## src/rtl/salc_fifo.sv

```systemverilog
// Short queue between the front end and the cache back end.
module salc_fifo #(
  parameter int W     = 1,
  parameter int DEPTH = 2
) (
  input  logic         clk,
  input  logic         rst_n,
  input  logic         wr_valid,
  output logic         wr_ready,
  input  logic [W-1:0] wr_data,
  output logic         rd_valid,
  input  logic         rd_ready,
  output logic [W-1:0] rd_data
);

  localparam int PTR_W = (DEPTH > 1) ? $clog2(DEPTH) : 1;
  localparam int CNT_W = $clog2(DEPTH + 1);
  localparam logic [PTR_W-1:0] PTR_LAST = PTR_W'(DEPTH - 1);

  logic [W-1:0]     entry_r [DEPTH];
  logic [PTR_W-1:0] wr_ptr_r;
  logic [PTR_W-1:0] rd_ptr_r;
  logic [CNT_W-1:0] count_r;
  logic             push;
  logic             pop;

  assign wr_ready = (count_r != CNT_W'(DEPTH));
  assign rd_valid = (count_r != '0);
  assign rd_data  = entry_r[rd_ptr_r];
  assign push     = wr_valid && wr_ready;
  assign pop      = rd_valid && rd_ready;

  always_ff @(posedge clk) begin
    if (push) begin
      entry_r[wr_ptr_r] <= wr_data;
    end
  end

  always_ff @(posedge clk) begin
    if (!rst_n) begin
      wr_ptr_r <= '0;
      rd_ptr_r <= '0;
      count_r  <= '0;
    end else begin
      if (push) begin
        wr_ptr_r <= (wr_ptr_r == PTR_LAST) ? '0 : wr_ptr_r + 1'b1;
      end
      if (pop) begin
        rd_ptr_r <= (rd_ptr_r == PTR_LAST) ? '0 : rd_ptr_r + 1'b1;
      end
      if (push && !pop) begin
        count_r <= count_r + 1'b1;
      end else if (pop && !push) begin
        count_r <= count_r - 1'b1;
      end
    end
  end

  a_pop_drains: assert property (@(posedge clk) disable iff (!rst_n)
    (pop && !push) |=> (count_r == $past(count_r) - 1'b1))
    else $error("queue count did not drop on pop");

endmodule

```

## config.mk

```make
export PLATFORM = sky130hd
export DESIGN_NAME = salc_fifo
export DESIGN_NICKNAME = d
export VERILOG_FILES = /design/src/rtl/salc_fifo.sv
export SDC_FILE = /design/constraint.sdc
export NUM_CORES = 1
export LEC_CHECK = 0
export BUFFER_PORTS_ARGS = -buffer_cell sky130_fd_sc_hd__buf_4
export CAP_MARGIN = 10
export CORE_AREA = 5 5 42 44
export DETAILED_ROUTE_END_ITERATION = 16
export DIE_AREA = 0 0 47 49
export PLACE_DENSITY = 0.53
export SYNTH_ARGS = -nofsm -noshare
export SYNTH_HDL_FRONTEND = slang
export SYNTH_SLANG_ARGS = --single-unit
```

## constraint.sdc

```tcl
create_clock -name clk -period 2.2 [get_ports clk]
set_clock_uncertainty 0.15 [all_clocks]
set_input_delay 0.33 -clock clk [delete_from_list [all_inputs] [get_ports clk]]
set_output_delay 0.33 -clock clk [all_outputs]
set_load 0.05 [all_outputs]
```

Word level (Yosys, flattened, before mapping)
Memory sizes are Yosys's and may differ from the RTL's. A register that Yosys moved wholly into a read port is not among the register bits. Cells that the tools add are included.

Register bits after elaboration: 4. Memory bits (writable): 2. Input port bits: 5. Output and inout bits: 3. Word-level logic and storage cells: 25. Memories kept: 1.

$add $sub $neg: 4. Equal/unequal tests: 1. Muxes and demuxes: 8. Reductions and logical operators: 8.

Memory list: entry_r (depth 2, width 1, rd ports 1, clocked after Yosys merged registers in 1, wr ports 1, line 20) `logic [W-1:0] entry_r [DEPTH];`.

Operator list (number): 2-to-1 mux 1 bit (6); logical AND 1 bit (4); 2-to-1 mux 2 bit (2); nonzero test 2 bit (2); adder 1 bit (second input constant) (2); adder 2 x 1 -> 2 bit (second input constant) (1); logical NOT 1 bit (2); inequality test 2 bit (second input constant) (1); subtractor 2 x 1 -> 2 bit (second input constant) (1).

Depth between registers and ports, before layout
Gate-level depths: netlist of the first run.

Word-level depth: 6. Mapped depth: 6. Depth with buffers taken out: 6.

Worst setup path after synthesis of the first run
OpenSTA, ideal clock, no wires.

Kind: reg2reg. From: register count_r[0]. To: register count_r[1]. Library setup time: 0.070 ns. Arrival time: 1.530 ns. Required time: 1.980 ns. Slack: 0.450 ns. Cell stages (with the launch flop): 6. Buffers on the path: 0. Period minus slack after synthesis: 1.750 ns. Cells stage by stage: dfxtp_1 nand2b_4 and2_1 ha_1 or3_1 a21boi_1.

Word-level cells in the longest chain between the ends: 5. Elaborated cells on any way between the ends: 13. Those cells by class: 2 x add/sub; 1 x eq/ne; 2 x mux; 8 x reduce/logical.

RTL lines: start: declaration (line 23) `logic [CNT_W-1:0] count_r;`; start signal: assignment (line 52) `count_r <= count_r + 1'b1;`; start signal: assignment (line 54) `count_r <= count_r - 1'b1;`; inequality test 2 bit * (line 27) `assign wr_ready = (count_r != CNT_W'(DEPTH));`; net wr_ready (line 9) `output logic wr_ready,`; logical AND 1 bit * (line 30) `assign push = wr_valid && wr_ready;`; net push (line 24) `logic push;`; logical NOT 1 bit (line 53) `end else if (pop && !push) begin`; logical AND 1 bit (line 53); nonzero test 2 bit (no source line).

Mark *: on every way through the listed nets, which the timed path passes. The rest lies on a longest branch. The select of a mux whose other input is x is not followed. A chain may end at the register's enable or synchronous reset.

Final worst setup path of the first run
From: register count_r[0]. To: register count_r[1].

Word-level cells in the longest chain between the ends: 5. Elaborated cells on any way between the ends: 13. Those cells by class: 2 x add/sub; 1 x eq/ne; 2 x mux; 8 x reduce/logical.

RTL lines (line): inequality test 2 bit * (27); logical AND 1 bit * (30); net push (24); logical NOT 1 bit (53); logical AND 1 bit (53); nonzero test 2 bit (no source line).

Marks and branches as above.

==> results.json, run 1 <==
{
  "final_common_cell": "buf_4",
  "die_w_microns": 47,
  "std_cell_rows": 14,
  "overflow": 0,
  "start_kind": "flip-flop",
  "synth_cells": 27,
  "final-hold-violation-count": 0,
  "ys_types": 18,
  "dieArea_sq_mm": 0.00230,
  "grt_max_degree": 6,
  "drtAntennaViolNets": 0,
  "top_layer_used": "met4",
  "syn-cell-area_sq_um": 314,
  "hold_buffers": 0,
  "grt_pass1_vias": 220,
  "p_sw_w": 0.000243,
  "first_pass_iters": 4,
  "fmax_ghz": 0.570,
  "clkSinkCount": 7,
  "synth-seq-cells": 7,
  "wl_per_cell_microns": 11.0,
  "place_ws_ps": 458,
  "synth_nets": 33,
  "core_area_sq_mm": 0.00140,
  "drive_gt1_share_pct": 36.8,
  "cts-root-buf": "clkbuf_4",
  "crit_path_end_kind": "flip-flop",
  "min_period_ps": 1750,
  "p_int_w": 0.000367,
  "hpwl_microns": 461,
  "layout_setup_ws_ps": 445,
  "cts.repair.resized": 0,
  "dr_wl_met2_microns": 288,
  "grtUsageTotal_pct": 5.87,
  "h-tree-depth": 1,
  "crit_fanout": 5,
  "finalNetCount": 45,
  "power_density_mw_per_mm2": 1480,
  "wl_met3_microns": 56,
  "finish.utilization_pct": 29.5,
  "post-route-period-util_pct": 79.8,
  "mostFrequentLayoutCells": "7 x buf_4, 5 x dfxtp_1, 4 x and2_1",
  "startpoint": "count_r[0]",
  "antenna_found_initial": 0,
  "wl_microns": 594,
  "yosysWarningCount": 0,
  "hold_class": "primary input to flip-flop",
  "required_ps": 2240,
  "io_buffer_count": 7,
  "layoutNonFillerInstCount": 54,
  "die_h_microns": 49,
  "maxSlewViolCount": 0,
  "critical_path_class": "flip-flop to flip-flop",
  "power_frac_seq_pct": 33.3,
  "worst_pin_slew_ps": 216,
  "wl_met1_microns": 234,
  "peakVddDrop_mv": 0.616,
  "place_congestion": 0.676,
  "grt_pass1_wl_microns": 883,
  "start_util_pct": 22.4,
  "cts_tree": "yes",
  "num_vias": 224,
  "setup-tns-final_ps": 0,
  "route.detailed.drc": 0,
  "clkLatencyLatePin_ps": 260,
  "post_cts_buffers": 0,
  "seq_area_frac_synth_pct": 51.0,
  "rsz0062_at_grt": "no",
  "cts_buffers": 3,
  "drt_iter0_drc": 1,
  "max-cap-violations": 0,
  "rr_startpoint": "count_r[0]",
  "routed_via_density": 4.15,
  "area_growth_pct": 31.5,
  "antenna_cells": 0,
  "arrival_ps": 1800,
  "power_frac_clock_pct": 19.7,
  "reg2reg_slack_ps": 450,
  "hp-start": "wr_data",
  "io_pins": 8,
  "slew_headroom_pct": 85.6,
  "combPwrFrac_pct": 47.0,
  "setup_viol": 0,
  "cellLeakagePower_nw": 0.176,
  "run_status": "finished clean",
  "dp_cells": 50,
  "n_fill_cell": 163,
  "synth_area_per_cell_sq_um": 11.6,
  "clockBufferDepth": 2,
  "clk_pin_slew_ps": 60,
  "sw_frac_of_total_pct": 39.9
}
final cells by class:
type	instances	area (sq um)	share of cell area (%)
sequential	7	160	38.8
multi-input combinational	19	150	36.4
timing repair buffer	7	52.6	12.7
clock buffer	4	26.3	6.36
tap	16	20.0	4.85
inverter	1	3.75	0.909
per-stage QoR:
stage               hold WS, ps  power, W  instance area (sq um)
floorplan                   279  0.000422                    314
global placement            369  0.000480                    387
detailed placement          375  0.000494                    387
CTS                         108  0.000616                    413
global route                102  0.000639                    413
finish                      109  0.000610                    413
power by group through the flow:
stage | clock network, W | registers (W) | logic [W]
2_1_floorplan | 0 | 0.000199 | 0.000223
3_3_place_gp | 0 | 0.000202 | 0.000278
3_5_place_dp | 0 | 0.000206 | 0.000289
4_1_cts | 0.000123 | 0.000203 | 0.000290
5_1_grt | 0.000128 | 0.000207 | 0.000305
6_report | 0.000120 | 0.000203 | 0.000287
kinds of logic after synthesis:
kind of cell / synth area share (%)
buffers and inverters: 1.19
XOR/XNOR: 8.37
AND/OR/NAND/NOR: 20.7
flip-flops: 51.0
multiplexers: 3.59
adder cells (fa/ha/maj): 3.98
AO/OA/AOI/OAI: 11.2
critical path, cell delays in order (launching register included):
cell      delay [ps]
dfxtp_1          350
nand2b_4         170
and2_1           170
ha_1             340
or3_1            370
a21boi_1         140
final timing paths:
path           endpoint  cells after the start
max          count_r[1]                      5
min          entry_r[1]                      1
max reg2reg  count_r[1]                      5
min reg2reg    wr_ptr_r                      2
metal layers:
| metal | track usage [%] | vias up |
|---|---|---|
| li1 | - | 113 |
| met1 | 5.33 | 101 |
| met2 | 8.37 | 8 |
| met3 | 3.69 | 2 |
| met4 | 5.53 | 0 |
| met5 | 0 | - |
synthesized netlist by cell type:
cell type,instances,share of area [%]
a21bo_2,1,3.2
a21boi_0,1,2.4
a21boi_1,1,2.4
and2_1,4,8.0
and3_1,1,2.0
dfxtp_1,5,32
edfxtp_1,2,19
ha_1,1,4.0
inv_1,1,1.2
mux2_2,1,3.6
nand2b_4,1,4.4
nand3b_1,1,2.4
o21ai_0,1,1.6
o21ai_1,1,1.6
or2_2,1,2.0
or3_1,1,2.0
xnor2_1,2,5.6
xor2_1,1,2.8
Power figures use the tool's default switching activity.
==> inputs of run 2 (changes only) <==
==> constraint.sdc (replaced) <==
create_clock -name clk -period 1.8 [get_ports clk]
set_clock_uncertainty 0.15 [all_clocks]
set_input_delay 0.27 -clock clk [delete_from_list [all_inputs] [get_ports clk]]
set_output_delay 0.27 -clock clk [all_outputs]
set_load 0.05 [all_outputs]
==> results.json, run 2 (synthesis results as in run 1) <==
{
  "route.detailed.drc": 0,
  "die_h_microns": 49,
  "wl_per_cell_microns": 10.4,
  "finalNetCount": 45,
  "wl_microns": 562,
  "die_w_microns": 47,
  "rsz0062_at_grt": "no",
  "max-cap-violations": 0,
  "clkSinkCount": 7,
  "sw_frac_of_total_pct": 39.4,
  "hpwl_microns": 452,
  "clk_pin_slew_ps": 50,
  "hold_buffers": 0,
  "grt_pass1_wl_microns": 945,
  "place_congestion": 0.707,
  "h-tree-depth": 1,
  "cellLeakagePower_nw": 0.176,
  "worstPathCellList": "nand2b_4, and2_1, ha_1, or3_1, a21boi_1",
  "min_period_ps": 1730,
  "cts.repair.resized": 0,
  "worstPathBufferInverterCount": 0,
  "post_cts_buffers": 0,
  "core_area_sq_mm": 0.00140,
  "cp_slowest_cell": "dfxtp_1",
  "drt_iter0_drc": 0,
  "reg2reg_slack_ps": 70,
  "grt_max_degree": 6,
  "combPwrFrac_pct": 47.3,
  "rr_worst_depth": 5,
  "grtUsageTotal_pct": 6.07,
  "p_sw_w": 0.000291,
  "place_ws_ps": 89.8,
  "dieArea_sq_mm": 0.00230,
  "start_util_pct": 22.4,
  "overflow": 0,
  "grt_pass1_vias": 235,
  "final_common_cell": "buf_4",
  "power_frac_clock_pct": 19.0,
  "final-hold-violation-count": 0,
  "maxSlewViolCount": 0,
  "path_depth": 5,
  "startpoint": "count_r[0]",
  "peakVddDrop_mv": 0.791,
  "regToRegEndpoint": "count_r[1]",
  "area_growth_pct": 31.5,
  "fmax_ghz": 0.577,
  "routed_via_density": 4.11,
  "cts_tree": "yes",
  "run_status": "finished clean",
  "post-route-period-util_pct": 96.3,
  "required_ps": 1830,
  "io_pins": 8,
  "slowest_delay_ps": 360,
  "setup-tns-final_ps": 0,
  "antenna_found_initial": 0,
  "hold_ws_ps": 62.4,
  "std_cell_rows": 14,
  "clkLatencyLatePin_ps": 250,
  "finalPower_w": 0.000739,
  "holdPathEnd": "entry_r[1]",
  "crit_fanout": 5,
  "hp-start": "wr_data",
  "rr_startpoint": "count_r[0]",
  "hold_class": "primary input to flip-flop",
  "start_kind": "flip-flop",
  "io_buffer_count": 7,
  "power_density_mw_per_mm2": 1790,
  "num_vias": 222,
  "min_path_cells": 1,
  "mostFrequentLayoutCells": "7 x buf_4, 5 x dfxtp_1, 4 x and2_1",
  "layout_setup_ws_ps": 66.7,
  "crit_path_end_kind": "flip-flop",
  "clockBufferDepth": 2,
  "drive_gt1_share_pct": 36.8,
  "power_frac_seq_pct": 33.6,
  "worst_pin_slew_ps": 214,
  "path_delay_family": "simple AND/OR/NAND/NOR gates",
  "p_int_w": 0.000448,
  "first_pass_iters": 1,
  "critical_path_class": "flip-flop to flip-flop",
  "setup_viol": 0,
  "arrival_ps": 1770,
  "drtAntennaViolNets": 0,
  "cts_buffers": 3,
  "cts-root-buf": "clkbuf_4",
  "slew_headroom_pct": 85.7,
  "antenna_cells": 0
}
[run 2: cell counts in the layout (fill, tap and decap cells not counted)]
No cell type changed its count.
[run 2: final cells by class]
cell class / instances / area, sq um
Timing Repair Buffer: 7 / 52.6
Fill cell: 163 / 988
Multi-Input combinational cell: 19 / 150
Clock buffer: 4 / 26.3
Tap cell: 16 / 20.0
Sequential cell: 7 / 160
Inverter: 1 / 3.75
[run 2: power by group through the flow]
stage | clock, W | sequential, W | combinational, W
5_1_grt | 0.000163 | 0.000254 | 0.000373
6_report | 0.000140 | 0.000249 | 0.000350
4_1_cts | 0.000151 | 0.000249 | 0.000355
3_3_place_gp | 0 | 0.000247 | 0.000341
2_1_floorplan | 0 | 0.000243 | 0.000273
3_5_place_dp | 0 | 0.000252 | 0.000352
[run 2: metrics by stage]
stage | util (%) | instances | cell area, sq um
3_5_place_dp | 27.6 | 50 | 387
4_1_cts | 29.5 | 54 | 413
6_report | 29.5 | 54 | 413
3_3_place_gp | 27.6 | 50 | 387
5_1_grt | 29.5 | 54 | 413
2_1_floorplan | - | 27 | 314
[run 2: worst max-delay path by stage]
| stage | endpoint | slack, ps |
|---|---|---|
| 4_1_cts | count_r[1] | 60 |
| 2_1_floorplan | count_r[1] | 50 |
| 3_3_place_gp | count_r[1] | 140 |
| 6_report | count_r[1] | 70 |
| 3_5_place_dp | count_r[1] | 90 |
| 5_1_grt | count_r[1] | 10 |
[run 2: metal layers]
metal  up-vias  track usage (%)  part of all wire [%]
li1        116                -                     -
met2         6             8.14                    51
met4         0             4.15                     0
met3         0             4.43                   8.4
met5         -                0                     0
met1       100             6.43                    41
==> inputs of run 3 (changes only) <==
--- a/config.mk
+++ b/config.mk
@@ -11,6 +11,7 @@
 export DETAILED_ROUTE_END_ITERATION = 16
 export DIE_AREA = 0 0 47 49
 export PLACE_DENSITY = 0.53
+export SETUP_SLACK_MARGIN = 0.15
 export SYNTH_ARGS = -nofsm -noshare
 export SYNTH_HDL_FRONTEND = slang
 export SYNTH_SLANG_ARGS = --single-unit
==> results.json, run 3 (synthesis results as in run 1) <==
{
  "h-tree-depth": 1,
  "start_util_pct": 22.4,
  "drive_gt1_share_pct": 48.7,
  "crit_path_end_kind": "flip-flop",
  "maxSlewViolCount": 0,
  "min_period_ps": 1600,
  "clockBufferDepth": 2,
  "wl_per_cell_microns": 9.73,
  "first_pass_iters": 2,
  "final_common_cell": "buf_4",
  "antenna_cells": 0,
  "grt_pass1_wl_microns": 876,
  "n_fill_cell": 151,
  "min_path_cells": 1,
  "cts_buffers": 3,
  "num_vias": 228,
  "std_cell_rows": 14,
  "required_ps": 1830,
  "hold_class": "primary input to flip-flop",
  "fmax_ghz": 0.623,
  "setup-tns-final_ps": 0,
  "final-seq-area_sq_um": 165,
  "hold_buffers": 0,
  "cp_slowest_cell": "dfxtp_4",
  "regToRegEndpoint": "count_r[1]",
  "peakVddDrop_mv": 0.734,
  "clkLatencyLatePin_ps": 250,
  "run_status": "finished clean",
  "cellLeakagePower_nw": 0.185,
  "rr_worst_depth": 6,
  "dieArea_sq_mm": 0.00230,
  "core_area_sq_mm": 0.00140,
  "cts-root-buf": "clkbuf_4",
  "worst_pin_slew_ps": 299,
  "antenna_found_initial": 0,
  "crit_fanout": 5,
  "grt_max_degree": 6,
  "grtUsageTotal_pct": 5.65,
  "drtAntennaViolNets": 0,
  "clkSinkCount": 7,
  "grt_pass1_vias": 245,
  "path_delay_family": "simple AND/OR/NAND/NOR gates",
  "post-route-period-util_pct": 89.1,
  "wl_microns": 535,
  "route.detailed.drc": 0,
  "rr_startpoint": "count_r[0]",
  "overflow": 0,
  "multiInputGateArea_sq_um": 165,
  "mostFrequentLayoutCells": "8 x buf_4, 3 x and2_1, 3 x dfxtp_1, 3 x clkbuf_4",
  "drt_iter0_drc": 4,
  "critical_path_class": "flip-flop to flip-flop",
  "reg2reg_slack_ps": 200,
  "start_kind": "flip-flop",
  "arrival_ps": 1630,
  "finalNetCount": 46,
  "die_w_microns": 47,
  "cts_tree": "yes",
  "layoutNonFillerInstCount": 55,
  "final-hold-violation-count": 0,
  "io_buffer_count": 7,
  "slew_headroom_pct": 79.9,
  "place_congestion": 0.673,
  "area_growth_pct": 40.2,
  "power_density_mw_per_mm2": 1770,
  "setup_viol": 0,
  "die_h_microns": 49,
  "clk_pin_slew_ps": 50,
  "worstPathCellList": "nand2b_4, and2_4, ha_4, xor2_1, or3_1, a21boi_1",
  "hp-start": "wr_data",
  "io_pins": 8,
  "rsz0062_at_grt": "yes",
  "routed_via_density": 4.15,
  "holdPathEnd": "entry_r[0]",
  "max-cap-violations": 0,
  "worstPathBufferInverterCount": 0,
  "slowest_delay_ps": 360,
  "dp_cells": 50
}
## run 3: cell count changes in the layout (fill, tap and decap cells not counted), sizes merged
cell	before	now
buf	7	8
## run 3: power breakdown
part	internal, W	switching (W)	total (W)
Combinational	0.000180	0.000202	0.000382
Clock	0.0000847	0.0000588	0.000143
Sequential	0.000218	0.0000369	0.000255
Total	0.000483	0.000297	0.000781
## run 3: cell type report
cell class,instances,area share [%]
timing repair buffer,8,13.6
inverter,1,0.852
multi-input combinational,19,37.5
sequential,7,37.5
clock buffer,4,5.97
tap,16,4.55
## run 3: how the worst max path moves through the flow
stage                          start         end  slack (ps)  cells after the start
after detailed placement  count_r[1]  count_r[1]         190                      4
after global routing      count_r[0]  count_r[1]         150                      6
final                     count_r[0]  count_r[1]         200                      6
after CTS                 count_r[1]  count_r[1]         160                      4
after floorplan           count_r[0]  count_r[1]         160                      6
after global placement    count_r[1]  count_r[1]         230                      4
## run 3: per-stage QoR
stage | hold WS (ps) | power (W) | util [%] | cell area, sq um | setup WS [ps]
after floorplan | 219 | 0.000538 | - | 330 | 157
after global placement | 307 | 0.000611 | 28.7 | 403 | 234
after detailed placement | 310 | 0.000624 | 28.7 | 403 | 185
after CTS | 45.6 | 0.000774 | 30.6 | 429 | 155
after global routing | 49.7 | 0.000832 | 31.4 | 440 | 146
final | 51.9 | 0.000781 | 31.4 | 440 | 196
## run 3: layer usage
| metal | track usage [%] | up-vias | part of all wire, % |
|---|---|---|---|
| met5 | 0 | - | 0 |
| met4 | 6.91 | 0 | 3.2 |
| met3 | 2.21 | 2 | 5.4 |
| met2 | 8.60 | 7 | 50 |
| met1 | 4.66 | 102 | 41 |
| li1 | - | 117 | - |
## run 3: worst reg2reg max path, cell delays in order, from the launching register on
cell and delay (ps):
dfxtp_4 360, nand2b_4 150, and2_4 140, ha_4 150, xor2_1 140, or3_1 310
a21boi_1 130
## run 3: timing repair
| action | 4_1_cts | 5_1_grt |
|---|---|---|
| setup endpoints to repair | 0 | 1 |
| gates resized for setup | 0 | 2 |
| buffers inserted | 0 | 1 |
